## src/hdl/rc4_pkg.sv

```systemverilog
// rc4 cipher package: widths, controller states, datapath op codes and
// the command and status structs between controller and datapath
// no dependencies
package rc4_pkg;

	localparam int MAX_KEY_BYTES_DEF = 256;
	localparam int BYTE_W            = 8;
	localparam int LEN_W             = 9;
	localparam int PERM_DEPTH        = 256;

	typedef enum logic [3:0] {
		ST_IDLE,
		ST_INIT,
		ST_KS_RD_N,
		ST_KS_RD_A,
		ST_KS_WR_N,
		ST_KS_WR_A,
		ST_RD_I,
		ST_RD_J,
		ST_WR_I,
		ST_WR_J,
		ST_OUT
	} rc4_state_t;

	typedef enum logic [3:0] {
		OP_NONE,
		OP_INIT,
		OP_KS_RD_N,
		OP_KS_RD_A,
		OP_KS_WR_N,
		OP_KS_WR_A,
		OP_RD_I,
		OP_RD_J,
		OP_WR_I,
		OP_WR_J,
		OP_OUT
	} rc4_op_t;

	typedef struct packed {
		rc4_op_t op;
		logic    load_item;
		logic    key_we;
		logic    clr_ij;
	} rc4_cmd_t;

	typedef struct packed {
		logic n_last;
		logic out_stall;
	} rc4_status_t;

endpackage

```

## src/hdl/rc4_if.sv

```systemverilog
// valid/ready channel interfaces of the rc4 cipher: input items,
// result items and the key length write channel
// depends on rc4_pkg
interface rc4_item_if;
	import rc4_pkg::*;
	logic              valid;
	logic              ready;
	logic              action;
	logic [BYTE_W-1:0] value;
	logic [BYTE_W-1:0] key_index;
	logic              message_start;

	modport source (output valid, action, value, key_index, message_start, input ready);
	modport sink   (input valid, action, value, key_index, message_start, output ready);
endinterface

interface rc4_result_if;
	import rc4_pkg::*;
	logic              valid;
	logic              ready;
	logic [BYTE_W-1:0] out_byte;

	modport source (output valid, out_byte, input ready);
	modport sink   (input valid, out_byte, output ready);
endinterface

interface rc4_cfg_if;
	import rc4_pkg::*;
	logic             valid;
	logic             ready;
	logic [LEN_W-1:0] key_length;

	modport source (output valid, key_length, input ready);
	modport sink   (input valid, key_length, output ready);
endinterface

```

## src/hdl/rc4_stream_cipher.sv

```systemverilog
// rc4 stream cipher top level: controller, datapath and channel wiring
// key write: accepted in idle, no result. data item: read i, read j, write i,
// write j and output steps; the result is loaded in the output step, which waits
// while a stalled result still holds the output stage, and the next item follows it
// message start or first data item after reset first runs the key schedule: a fill
// of all 256 permutation entries, then two reads and two writes for each of 256 entries
// reset clears control, indexes and key length (1); the permutation is refilled
module rc4_stream_cipher #(
	parameter int MAX_KEY_BYTES = rc4_pkg::MAX_KEY_BYTES_DEF
) (
	input  logic         clk,
	input  logic         arst_n,
	rc4_item_if.sink     data_in,
	rc4_result_if.source data_out,
	rc4_cfg_if.sink      cfg
);
	import rc4_pkg::*;

	rc4_cmd_t    cmd;
	rc4_status_t status;

	assign cfg.ready = 1'b1;

	rc4_ctrl u_ctrl (
		.clk              (clk),
		.arst_n           (arst_n),
		.in_valid         (data_in.valid),
		.in_action        (data_in.action),
		.in_message_start (data_in.message_start),
		.in_ready         (data_in.ready),
		.status           (status),
		.cmd              (cmd)
	);

	rc4_dp #(
		.MAX_KEY_BYTES (MAX_KEY_BYTES)
	) u_dp (
		.clk            (clk),
		.arst_n         (arst_n),
		.cmd            (cmd),
		.status         (status),
		.in_value       (data_in.value),
		.in_key_index   (data_in.key_index),
		.cfg_we         (cfg.valid),
		.cfg_key_length (cfg.key_length),
		.out_valid      (data_out.valid),
		.out_ready      (data_out.ready),
		.out_byte       (data_out.out_byte)
	);
endmodule

```

## src/hdl/rc4_ram.sv

```systemverilog
// generic single write port, single read port ram with registered read
// no dependencies
module rc4_ram #(
	parameter int WIDTH = 8,
	parameter int DEPTH = 256,
	parameter int AW    = (DEPTH > 1) ? $clog2(DEPTH) : 1
) (
	input  logic             clk,
	input  logic             we,
	input  logic [AW-1:0]    waddr,
	input  logic [WIDTH-1:0] wdata,
	input  logic             re,
	input  logic [AW-1:0]    raddr,
	output logic [WIDTH-1:0] rdata
);
	logic [WIDTH-1:0] mem [DEPTH];

	always_ff @(posedge clk) begin
		if (we) begin
			mem[waddr] <= wdata;
		end
		if (re) begin
			rdata <= mem[raddr];
		end
	end
endmodule

```

## src/hdl/rc4_ctrl.sv

```systemverilog
// rc4 controller: sequences key writes, the key schedule and the
// keystream step of one data item; depends on rc4_pkg
module rc4_ctrl (
	input  logic                 clk,
	input  logic                 arst_n,
	input  logic                 in_valid,
	input  logic                 in_action,
	input  logic                 in_message_start,
	output logic                 in_ready,
	input  rc4_pkg::rc4_status_t status,
	output rc4_pkg::rc4_cmd_t    cmd
);
	import rc4_pkg::*;

	rc4_state_t state_q, state_d;
	logic       done_q, done_d;

	always_ff @(posedge clk or negedge arst_n) begin
		if (!arst_n) begin
			state_q <= ST_IDLE;
			done_q  <= 1'b0;
		end else begin
			state_q <= state_d;
			done_q  <= done_d;
		end
	end

	always_comb begin
		state_d       = state_q;
		done_d        = done_q;
		in_ready      = 1'b0;
		cmd.op        = OP_NONE;
		cmd.load_item = 1'b0;
		cmd.key_we    = 1'b0;
		cmd.clr_ij    = 1'b0;
		case (state_q)
			ST_IDLE: begin
				in_ready = 1'b1;
				if (in_valid) begin
					if (!in_action) begin
						cmd.key_we = 1'b1;
					end else begin
						cmd.load_item = 1'b1;
						if (in_message_start || !done_q) begin
							state_d = ST_INIT;
						end else begin
							state_d = ST_RD_I;
						end
					end
				end
			end
			ST_INIT: begin
				cmd.op = OP_INIT;
				if (status.n_last) begin
					state_d = ST_KS_RD_N;
				end
			end
			ST_KS_RD_N: begin
				cmd.op  = OP_KS_RD_N;
				state_d = ST_KS_RD_A;
			end
			ST_KS_RD_A: begin
				cmd.op  = OP_KS_RD_A;
				state_d = ST_KS_WR_N;
			end
			ST_KS_WR_N: begin
				cmd.op  = OP_KS_WR_N;
				state_d = ST_KS_WR_A;
			end
			ST_KS_WR_A: begin
				cmd.op = OP_KS_WR_A;
				if (status.n_last) begin
					cmd.clr_ij = 1'b1;
					done_d     = 1'b1;
					state_d    = ST_RD_I;
				end else begin
					state_d = ST_KS_RD_N;
				end
			end
			ST_RD_I: begin
				cmd.op  = OP_RD_I;
				state_d = ST_RD_J;
			end
			ST_RD_J: begin
				cmd.op  = OP_RD_J;
				state_d = ST_WR_I;
			end
			ST_WR_I: begin
				cmd.op  = OP_WR_I;
				state_d = ST_WR_J;
			end
			ST_WR_J: begin
				cmd.op  = OP_WR_J;
				state_d = ST_OUT;
			end
			ST_OUT: begin
				// wait for the output register to free up
				if (!status.out_stall) begin
					cmd.op  = OP_OUT;
					state_d = ST_IDLE;
				end
			end
			default: begin
				state_d = ST_IDLE;
			end
		endcase
	end
endmodule

```

## src/hdl/rc4_dp.sv

```systemverilog
// rc4 datapath: permutation and key store rams, indexes, key length
// register and output register; depends on rc4_pkg and rc4_ram
module rc4_dp #(
	parameter int MAX_KEY_BYTES = rc4_pkg::MAX_KEY_BYTES_DEF
) (
	input  logic                        clk,
	input  logic                        arst_n,
	input  rc4_pkg::rc4_cmd_t           cmd,
	output rc4_pkg::rc4_status_t        status,
	input  logic [rc4_pkg::BYTE_W-1:0]  in_value,
	input  logic [rc4_pkg::BYTE_W-1:0]  in_key_index,
	input  logic                        cfg_we,
	input  logic [rc4_pkg::LEN_W-1:0]   cfg_key_length,
	output logic                        out_valid,
	input  logic                        out_ready,
	output logic [rc4_pkg::BYTE_W-1:0]  out_byte
);
	import rc4_pkg::*;

	localparam int KAW = (MAX_KEY_BYTES > 1) ? $clog2(MAX_KEY_BYTES) : 1;
	localparam logic [LEN_W-1:0] MaxLen = LEN_W'(MAX_KEY_BYTES);

	logic [LEN_W-1:0]  key_length_q;
	logic [LEN_W-1:0]  eff_len;
	logic [LEN_W-1:0]  kidx_q;
	logic [LEN_W-1:0]  kidx_inc;
	logic [BYTE_W-1:0] n_q, acc_q, i_q, j_q, sn_q, si_q, sj_q, value_q;
	logic [BYTE_W-1:0] acc_nx, i_nx, j_nx, sum_ij, ks;
	logic              byp_q;
	logic              out_valid_q;
	logic [BYTE_W-1:0] out_byte_q;

	logic              p_we, p_re;
	logic [BYTE_W-1:0] p_wa, p_wd, p_ra, p_rd;
	logic              k_we;
	logic [KAW-1:0]    k_wa, k_ra;
	logic [BYTE_W-1:0] k_rd;

	// zero length acts as one, too long saturates at the store size
	always_comb begin
		if (key_length_q == '0) begin
			eff_len = LEN_W'(1);
		end else if (key_length_q > MaxLen) begin
			eff_len = MaxLen;
		end else begin
			eff_len = key_length_q;
		end
	end

	assign kidx_inc = kidx_q + LEN_W'(1);
	assign acc_nx   = acc_q + p_rd + k_rd;
	assign i_nx     = i_q + BYTE_W'(1);
	assign j_nx     = j_q + p_rd;
	assign sum_ij   = si_q + sj_q;
	assign ks       = byp_q ? si_q : p_rd;

	assign k_we = cmd.key_we && ({1'b0, in_key_index} < MaxLen);
	assign k_wa = in_key_index[KAW-1:0];
	assign k_ra = kidx_q[KAW-1:0];

	always_comb begin
		p_we = 1'b0;
		p_re = 1'b0;
		p_wa = n_q;
		p_wd = n_q;
		p_ra = n_q;
		case (cmd.op)
			OP_INIT: begin
				p_we = 1'b1;
			end
			OP_KS_RD_N: begin
				p_re = 1'b1;
			end
			OP_KS_RD_A: begin
				p_re = 1'b1;
				p_ra = acc_nx;
			end
			OP_KS_WR_N: begin
				p_we = 1'b1;
				p_wd = p_rd;
			end
			OP_KS_WR_A: begin
				p_we = 1'b1;
				p_wa = acc_q;
				p_wd = sn_q;
			end
			OP_RD_I: begin
				p_re = 1'b1;
				p_ra = i_nx;
			end
			OP_RD_J: begin
				p_re = 1'b1;
				p_ra = j_nx;
			end
			OP_WR_I: begin
				p_we = 1'b1;
				p_wa = i_q;
				p_wd = p_rd;
			end
			OP_WR_J: begin
				// read of the keystream index shares the cycle with the write
				p_we = 1'b1;
				p_wa = j_q;
				p_wd = si_q;
				p_re = 1'b1;
				p_ra = sum_ij;
			end
			default: begin
				p_we = 1'b0;
			end
		endcase
	end

	always_ff @(posedge clk or negedge arst_n) begin
		if (!arst_n) begin
			key_length_q <= LEN_W'(1);
			i_q          <= '0;
			j_q          <= '0;
			n_q          <= '0;
			kidx_q       <= '0;
			acc_q        <= '0;
			out_valid_q  <= 1'b0;
		end else begin
			if (cfg_we) begin
				key_length_q <= cfg_key_length;
			end
			if (cmd.load_item) begin
				n_q    <= '0;
				kidx_q <= '0;
				acc_q  <= '0;
			end
			if (cmd.op == OP_OUT) begin
				out_valid_q <= 1'b1;
			end else if (out_valid_q && out_ready) begin
				out_valid_q <= 1'b0;
			end
			case (cmd.op)
				OP_INIT: begin
					n_q <= n_q + BYTE_W'(1);
				end
				OP_KS_RD_A: begin
					acc_q <= acc_nx;
				end
				OP_KS_WR_A: begin
					n_q    <= n_q + BYTE_W'(1);
					kidx_q <= (kidx_inc == eff_len) ? '0 : kidx_inc;
				end
				OP_RD_I: begin
					i_q <= i_nx;
				end
				OP_RD_J: begin
					j_q <= j_nx;
				end
				default: begin
				end
			endcase
			if (cmd.clr_ij) begin
				i_q <= '0;
				j_q <= '0;
			end
		end
	end

	always_ff @(posedge clk) begin
		if (cmd.load_item) begin
			value_q <= in_value;
		end
		case (cmd.op)
			OP_KS_RD_A: begin
				sn_q <= p_rd;
			end
			OP_RD_J: begin
				si_q <= p_rd;
			end
			OP_WR_I: begin
				sj_q <= p_rd;
			end
			OP_WR_J: begin
				byp_q <= (sum_ij == j_q);
			end
			OP_OUT: begin
				out_byte_q <= value_q ^ ks;
			end
			default: begin
			end
		endcase
	end

	assign status.n_last    = (n_q == '1);
	assign status.out_stall = out_valid_q && !out_ready;
	assign out_valid        = out_valid_q;
	assign out_byte         = out_byte_q;

	rc4_ram #(
		.WIDTH (BYTE_W),
		.DEPTH (PERM_DEPTH)
	) u_perm_ram (
		.clk   (clk),
		.we    (p_we),
		.waddr (p_wa),
		.wdata (p_wd),
		.re    (p_re),
		.raddr (p_ra),
		.rdata (p_rd)
	);

	rc4_ram #(
		.WIDTH (BYTE_W),
		.DEPTH (MAX_KEY_BYTES)
	) u_key_ram (
		.clk   (clk),
		.we    (k_we),
		.waddr (k_wa),
		.wdata (in_value),
		.re    (cmd.op == OP_KS_RD_N),
		.raddr (k_ra),
		.rdata (k_rd)
	);
endmodule

```

## src/flat_wrapper.sv

```systemverilog
// flat-port wrapper written by rule: the top's interface ports become plain ports
module rc4_stream_cipher_flat import rc4_pkg::*;
#(
	parameter int MAX_KEY_BYTES = rc4_pkg::MAX_KEY_BYTES_DEF
)
  (clk, arst_n, data_in_valid, data_in_action, data_in_value, data_in_key_index, data_in_message_start, data_in_ready, data_out_valid, data_out_out_byte, data_out_ready, cfg_valid, cfg_key_length, cfg_ready);
  rc4_item_if data_in_i ();
  rc4_result_if data_out_i ();
  rc4_cfg_if cfg_i ();
  input  logic clk;
  input  logic arst_n;
  input wire logic [$bits(data_in_i.valid)-1:0] data_in_valid;
  input wire logic [$bits(data_in_i.action)-1:0] data_in_action;
  input wire logic [$bits(data_in_i.value)-1:0] data_in_value;
  input wire logic [$bits(data_in_i.key_index)-1:0] data_in_key_index;
  input wire logic [$bits(data_in_i.message_start)-1:0] data_in_message_start;
  output wire logic [$bits(data_in_i.ready)-1:0] data_in_ready;
  output wire logic [$bits(data_out_i.valid)-1:0] data_out_valid;
  output wire logic [$bits(data_out_i.out_byte)-1:0] data_out_out_byte;
  input wire logic [$bits(data_out_i.ready)-1:0] data_out_ready;
  input wire logic [$bits(cfg_i.valid)-1:0] cfg_valid;
  input wire logic [$bits(cfg_i.key_length)-1:0] cfg_key_length;
  output wire logic [$bits(cfg_i.ready)-1:0] cfg_ready;
  assign data_in_i.valid = data_in_valid;
  assign data_in_i.action = data_in_action;
  assign data_in_i.value = data_in_value;
  assign data_in_i.key_index = data_in_key_index;
  assign data_in_i.message_start = data_in_message_start;
  assign data_in_ready = data_in_i.ready;
  assign data_out_valid = data_out_i.valid;
  assign data_out_out_byte = data_out_i.out_byte;
  assign data_out_i.ready = data_out_ready;
  assign cfg_i.valid = cfg_valid;
  assign cfg_i.key_length = cfg_key_length;
  assign cfg_ready = cfg_i.ready;
  rc4_stream_cipher #(.MAX_KEY_BYTES(MAX_KEY_BYTES)) u_core (.clk(clk), .arst_n(arst_n), .data_in(data_in_i), .data_out(data_out_i), .cfg(cfg_i));
endmodule
```

## config.mk

```make
export PLATFORM = sky130hd
export DESIGN_NAME = rc4_stream_cipher_flat
export DESIGN_NICKNAME = d
export VERILOG_FILES = /design/src/hdl/rc4_pkg.sv /design/src/hdl/rc4_if.sv /design/src/hdl/rc4_stream_cipher.sv /design/src/hdl/rc4_ram.sv /design/src/hdl/rc4_ctrl.sv /design/src/hdl/rc4_dp.sv /design/src/flat_wrapper.sv
export SDC_FILE = /design/constraint.sdc
export NUM_CORES = 2
export LEC_CHECK = 0
export BUFFER_PORTS_ARGS = -buffer_cell sky130_fd_sc_hd__clkbuf_2
export CAP_MARGIN = 10
export CELL_PAD_IN_SITES_DETAIL_PLACEMENT = 1
export CELL_PAD_IN_SITES_GLOBAL_PLACEMENT = 1
export CORE_MARGIN = 5
export CORE_UTILIZATION = 56
export DETAILED_ROUTE_END_ITERATION = 8
export PLACE_DENSITY = 0.9
export SLEW_MARGIN = 20
export SYNTH_ARGS = -nofsm -noshare
export SYNTH_HDL_FRONTEND = slang
export SYNTH_SLANG_ARGS = --single-unit
```

## constraint.sdc

```tcl
create_clock -name clk -period 9.7 [get_ports clk]
set_input_delay 2.425 -clock clk [delete_from_list [all_inputs] [get_ports clk]]
set_output_delay 2.425 -clock clk [all_outputs]
set_load 0.02 [all_outputs]
```

==> results of run 1 <==
metrics by stage:
step	utilization [%]	worst slack [ps]	instance area [µm²]	hold WS, ps	cells
2_1_floorplan	-	4220	169000	441	9235
3_3_place_gp	57.6	3200	173000	453	12700
3_5_place_dp	57.6	3150	173000	517	12700
4_1_cts	61.9	2540	186000	583	13400
cells by family after synthesis:
group	after synthesis	share of synthesized area, %
flops	4209	74.7
simple gates	1686	4.15
compound gates	1383	6.86
mux	1162	11.9
buf+inv	713	1.85
xor+xnor	48	0.249
fa+ha+maj	33	0.289
other cells	1	0.00222
per-layer routing:
metal | overflow | GRT usage, %
met3 | 0 | 45.8
met5 | 0 | 24.7
met1 | 1 | 57.8
met2 | 32 | 70.8
met4 | 39 | 57.3
Yosys cell counts (9+ instances only):
| cell | n |
|---|---|
| sky130_fd_sc_hd__mux4_2 | 680 |
| sky130_fd_sc_hd__clkbuf_1 | 388 |
| sky130_fd_sc_hd__a31o_2 | 9 |
| sky130_fd_sc_hd__a221oi_1 | 145 |
| sky130_fd_sc_hd__nor4_1 | 21 |
| sky130_fd_sc_hd__a21o_1 | 11 |
| sky130_fd_sc_hd__xnor2_1 | 34 |
| sky130_fd_sc_hd__o21ai_0 | 46 |
| sky130_fd_sc_hd__a222oi_1 | 14 |
| sky130_fd_sc_hd__a21oi_1 | 29 |
| sky130_fd_sc_hd__inv_1 | 10 |
| sky130_fd_sc_hd__mux2i_1 | 471 |
| sky130_fd_sc_hd__buf_1 | 75 |
| sky130_fd_sc_hd__edfxtp_1 | 4153 |
| sky130_fd_sc_hd__a22oi_1 | 464 |
| sky130_fd_sc_hd__and3_1 | 15 |
| sky130_fd_sc_hd__nand2b_1 | 24 |
| sky130_fd_sc_hd__dfrtp_1 | 55 |
| sky130_fd_sc_hd__buf_6 | 15 |
| sky130_fd_sc_hd__nand3_1 | 130 |
| sky130_fd_sc_hd__nor2_1 | 570 |
| sky130_fd_sc_hd__xor2_1 | 14 |
| sky130_fd_sc_hd__a2111oi_0 | 44 |
| sky130_fd_sc_hd__a31o_1 | 43 |
| sky130_fd_sc_hd__a211oi_1 | 116 |
| sky130_fd_sc_hd__nor3_1 | 12 |
| sky130_fd_sc_hd__buf_2 | 198 |
| sky130_fd_sc_hd__and4_1 | 10 |
| sky130_fd_sc_hd__nand4_1 | 41 |
| sky130_fd_sc_hd__mux2_2 | 11 |
| sky130_fd_sc_hd__fa_1 | 10 |
| sky130_fd_sc_hd__nand2_1 | 816 |
| sky130_fd_sc_hd__buf_4 | 23 |
| sky130_fd_sc_hd__a221o_1 | 408 |
| sky130_fd_sc_hd__nor2b_1 | 13 |
| sky130_fd_sc_hd__ha_1 | 23 |
==> Implementation_results.wiki, run 1 <==
{| class="wikitable"
! Metric !! Value
|-
| Root cell of the clock tree || sky130_fd_sc_hd__clkbuf_16
|-
| Error Message || [ERROR GRT-0232] Routing congestion too high. Check the congestion heatmap in the GUI.
|-
| Syn. warnings || 0
|-
| Antenna violations before repair || 162
|-
| Max Root-Sink Buffers || 4
|-
| Number of buffers created by CTS || between 300 and 400
|-
| GRT Total Usage || between 50% and 60%
|-
| Proportion of synthesized chip area in sequential cells || approximately three quarters
|-
| Hold-fix buffers at CTS || 0
|-
| Seq cells post-synth || 4209
|-
| Worst endpoint pin kind || register input
|-
| Outcome || did not finish
|-
| Height of the die || ~560 µm
|-
| Ranking of synthesized cells by area || sky130_fd_sc_hd__edfxtp_1 (74%), sky130_fd_sc_hd__mux4_2 (9.1%), sky130_fd_sc_hd__mux2i_1 (2.8%)
|-
| Last stage || 5_1_grt
|-
| Netlist area before placement || 0.169 mm²
|-
| Number of flops mapped to enable cells by yosys || between 4000 and 5000
|-
| Effective utilization at floorplan || a little under three fifths
|-
| Number of distinct library cell variants in the gate-level netlist after synthesis || between 80 and 90
|-
| Avg Inst Size Synth || roughly 18 µm²
|-
| Row Count || about 200
|-
| Post-CTS Repair Setup Buffers || 0
|-
| Cell type with the highest aggregate area in the netlist || sky130_fd_sc_hd__edfxtp_1
|-
| Dominant register cell in the synthesized netlist || sky130_fd_sc_hd__edfxtp_1
|-
| Overflow after GRT || 72
|-
| DP HPWL || 300000 µm
|-
| Cells after Synth || between 9000 and 10000
|-
| Proportion of netlist area held by the largest area contributor || around 74%
|-
| Worst Endpoint after GRT Repair || u_core.u_dp.u_perm_ram.rdata[1]$_DFFE_PP_/D
|-
| Count of boundary I/O pins || 43
|-
| # clock sinks || approximately 4200
|-
| Post_cts resized || 0
|-
| Die X-Extent || 559 µm
|-
| Count of buffers inserted at the top-level ports || 41
|-
| Share of async-settable or async-resettable flops after synthesis || between 1 and 1.5%
|-
| Mapped Nets || a little over 9000
|-
| Maximum number of pins on one net before global-route repair || around 190
|-
| Global placement routability congestion || about 0.89
|-
| H-tree depth || 5
|}
==> inputs of run 2 (changes only) <==
- CELL_PAD_IN_SITES_DETAIL_PLACEMENT: 1 -> default
- CELL_PAD_IN_SITES_GLOBAL_PLACEMENT: 1 -> default
- CORE_UTILIZATION: 56 -> 40
- PLACE_DENSITY: 0.9 -> default
- PLACE_DENSITY_LB_ADDON: default -> 0.15
==> run 2 against run 1 <==
Synthesized cell count is the same; the flow now finishes without violations; synthesized area did not move.
==> Implementation_results.wiki, run 2 <==
{| class="wikitable"
! Metric !! Value
|-
| Dominant register cell in the synthesized netlist || sky130_fd_sc_hd__edfxtp_1
|-
| Maximum number of pins on one net before global-route repair || 198
|-
| Netlist area before placement || 0.169 mm² (unchanged)
|-
| Height of the die || 660 µm (+18%)
|-
| Cell type with the highest aggregate area in the netlist || sky130_fd_sc_hd__edfxtp_1
|-
| RSZ-0062 raised after global routing || no
|-
| Pin slew with the least headroom to its limit || about 1200 ps
|-
| Cell with the biggest individual delay on the critical path || sky130_fd_sc_hd__dfrtp_1
|-
| Share of async-settable or async-resettable flops after synthesis || 1.33% (unchanged)
|-
| Worst hold slack across all endpoints || 468 ps
|-
| Final instance area || roughly 0.19 mm²
|-
| Tmin final || 6600 ps
|-
| Count of buffers inserted at the top-level ports || 41 (unchanged)
|-
| Most common cell after layout, fill and taps aside || sky130_fd_sc_hd__edfxtp_1
|-
| Root cell of the clock tree || sky130_fd_sc_hd__clkbuf_16
|-
| Critical path startpoint category || flip-flop
|-
| Drt initial violations || approximately 9400
|-
| Avg Inst Size Synth || 18.3 µm² (unchanged)
|-
| Post-CTS Repair Setup Buffers || 0 (unchanged)
|-
| DRT antenna net count || 0
|-
| Mapped Nets || 9300 (unchanged)
|-
| Worst stage delay on the critical path || roughly 770 ps
|-
| Post-route insts no fill || between 15000 and 20000
|-
| Most common cell in the netlist || sky130_fd_sc_hd__edfxtp_1
|-
| Overflow after GRT || 0
|-
| Number of flops mapped to enable cells by yosys || 4153 (unchanged)
|-
| Overall power of the completed layout || 64.0 mW
|-
| Die X-Extent || 660 µm (+18%)
|-
| Outcome || complete, no violations
|-
| Slew Limit Headroom || 18.5%
|-
| Via Count || approximately 90000
|-
| Cells after Synth || 9235 (unchanged)
|-
| Ranking of synthesized cells by area || sky130_fd_sc_hd__edfxtp_1 (74%), sky130_fd_sc_hd__mux4_2 (9.1%), sky130_fd_sc_hd__mux2i_1 (2.8%)
|-
| Worst-case clock skew || 49.6 ps
|-
| Seq cells post-synth || 4209 (unchanged)
|-
| Global placement routability congestion || 0.835 (-6.0%)
|-
| Hold-fix buffers at CTS || 0 (unchanged)
|-
| Type of element capturing the critical path || flip-flop
|-
| Post_cts resized || 0 (unchanged)
|-
| H-tree depth || 5 (unchanged)
|-
| Peak ir drop on the vdd network || 0.498 mV
|-
| Via count of the first global-routing pass || about 90000
|-
| # placed instances || 14400 (+14%)
|-
| Antenna violations before repair || 23
|-
| Static Leakage || ~60 nW
|-
| Biggest regs || u_core.u_dp.u_key_ram.mem (2048), u_core.u_dp.u_perm_ram.mem (2048)
|-
| Number of distinct library cell variants in the gate-level netlist after synthesis || 84 (unchanged)
|-
| Post-synthesis to final-layout area growth || 11.9%
|-
| Number of nets in the final layout || 9267
|-
| Number of buffer and inverter stages on the critical path || 4
|-
| First drt pass iteration count || 6
|-
| Area enclosed by the die boundary || approximately 0.44 mm²
|-
| MaxCap Viol Count || 0
|-
| Highest net fanout along the worst path || roughly 110
|-
| Mean routed wirelength per cell || roughly 30 µm
|-
| Pre-CTS setup slack || 3130 ps (-17.4 ps)
|-
| Power Dens Cells || roughly 340 mW/mm²
|-
| TritonCTS clock tree || built
|-
| Global-route wire length before repair || about 670000 µm
|-
| Setup total negative slack || 0 ps
|-
| Worst-Skew Late Latency || 990 ps
|-
| Sequence of cells on the critical path || nand4bb_1 -> inv_2 -> a31oi_1 -> o2bb2ai_4 -> buf_4 -> and2_4 -> buf_12 -> buf_4 -> a221o_1 -> a211oi_1 -> nor4_1 -> nand4_1 -> and4_1
|-
| Setup-failing EPs final || 0
|-
| Fraction of layout instances using a drive strength above 1 || 16.5%
|-
| Clock-pin transition on the worst setup and hold timing paths || roughly 60 ps
|-
| Fraction of the core area covered by cells at the end of the flow || 44.9%
|-
| Fraction of the cycle the final worst path needs || between 60% and 70%
|-
| Max-slew violation total from the final report || 0
|-
| Drt drc || 0
|-
| Count of boundary I/O pins || 43 (unchanged)
|-
| Proportion of synthesized chip area in sequential cells || 74.7% (unchanged)
|-
| Highest-count cells in the layout ignoring fill and taps || sky130_fd_sc_hd__edfxtp_1 (4153), sky130_fd_sc_hd__nand2_1 (799), sky130_fd_sc_hd__mux4_2 (680)
|-
| Count of fill cells added during filler insertion || around 36000
|-
| Required time at the worst-slack endpoint || approximately 10000 ps
|-
| Wire length after detailed routing || 468000 µm
|-
| Crit Path Category || reg -> reg
|-
| GRT Total Usage || between 20% and 30%
|-
| Effective utilization at floorplan || 40.2% (-16 points)
|-
| Highest clock rate || ~150 MHz
|-
| Instance area at placement || 0.175 mm² (+1.5%)
|-
| Max Root-Sink Buffers || 4 (unchanged)
|-
| # clock sinks || 4209 (unchanged)
|-
| Final-report hold violation count || 0
|-
| Most used cell along the critical path || sky130_fd_sc_hd__buf_4
|-
| Syn. warnings || 0 (unchanged)
|-
| Core region area || 0.420 mm²
|-
| Crit path max-delay family || simple AND/OR/NAND/NOR gates
|-
| Row Count || 238 (+18%)
|-
| Hold crit path type || reg -> reg
|-
| Number of buffers created by CTS || 439 (+11%)
|-
| Proportion of netlist area held by the largest area contributor || 73.8% (unchanged)
|-
| DP HPWL || 272000 µm (-9.5%)
|-
| Min setup slack post-route || slightly above 3000 ps
|-
| CP Data Arrival Time || 7320 ps
|-
| Via/cell ratio || just under 6
|-
| Top post-synthesis cells by count || sky130_fd_sc_hd__edfxtp_1 (4153), sky130_fd_sc_hd__nand2_1 (816), sky130_fd_sc_hd__mux4_2 (680), sky130_fd_sc_hd__nor2_1 (570), sky130_fd_sc_hd__mux2i_1 (471)
|}
[run 2: worst paths after layout]
kind                                          startpoint                         endpoint  slack [ps]  cells after the start
max in group asynchronous                         arst_n            u_core.u_dp.kidx_q[1]        7360                      2
worst min register to register      u_core.u_ctrl.done_q             u_core.u_ctrl.done_q         470                      1
worst min-delay path                u_core.u_ctrl.done_q             u_core.u_ctrl.done_q         470                      1
min in group asynchronous                         arst_n      u_core.u_dp.key_length_q[7]        1640                      2
worst max-delay path            u_core.u_ctrl.state_q[1]  u_core.u_dp.u_perm_ram.rdata[7]        3100                     13
worst max register to register  u_core.u_ctrl.state_q[1]  u_core.u_dp.u_perm_ram.rdata[7]        3100                     13
[run 2: power breakdown]
part / leakage [nW] / total (mW) / internal, mW / switching [mW]
clock: 6.61 / 16.1 / 9.04 / 7.02
sequential: 38.5 / 22.1 / 21.7 / 0.352
combinational: 14.7 / 25.8 / 8.88 / 16.9
total: 59.8 / 64.0 / 39.7 / 24.3
[run 2: metal layers]
metal | vias up | global-route usage, % | share of wire (%)
met5 | - | 0 | 0.0058
met3 | 697 | 3.21 | 5.9
met4 | 4 | 6.00 | 3.1
li1 | 38000 | - | -
met2 | 3214 | 34.8 | 49
met1 | 47600 | 28.8 | 42
[run 2: layout make-up]
cell class	instances	area [µm²]	share of cell area, %
Sequential cell	4209	126000	66.8
Multi-Input combinational cell	4313	39900	21.1
Clock buffer	555	11600	6.12
Tap cell	5640	7060	3.74
Timing Repair Buffer	225	2180	1.15
Clock inverter	244	2010	1.06
Inverter	14	52.6	0.0278
Antenna cell	7	17.5	0.00927
[run 2: worst register-to-register path, stage by stage (launching register included)]
cell and delay [ps]:
sky130_fd_sc_hd__dfrtp_1 770, sky130_fd_sc_hd__nand4bb_1 410, sky130_fd_sc_hd__inv_2 310, sky130_fd_sc_hd__a31oi_1 410, sky130_fd_sc_hd__o2bb2ai_4 220, sky130_fd_sc_hd__buf_4 710
sky130_fd_sc_hd__and2_4 640, sky130_fd_sc_hd__buf_12 510, sky130_fd_sc_hd__buf_4 530, sky130_fd_sc_hd__a221o_1 250, sky130_fd_sc_hd__a211oi_1 130, sky130_fd_sc_hd__nor4_1 750
sky130_fd_sc_hd__nand4_1 400, sky130_fd_sc_hd__and4_1 330
[run 2: logic make-up after synthesis]
group / after synthesis / synth area share [%]
DFF: 4209 / 74.7
and+or+nand+nor: 1686 / 4.15
AOI/OAI and AO/OA: 1383 / 6.86
muxes: 1162 / 11.9
buffers and inverters: 713 / 1.85
xor gates and xnor gates: 48 / 0.249
adders and majority gates: 33 / 0.289
other: 1 / 0.00222
No activity file was read; power rests on OpenSTA's default activity.
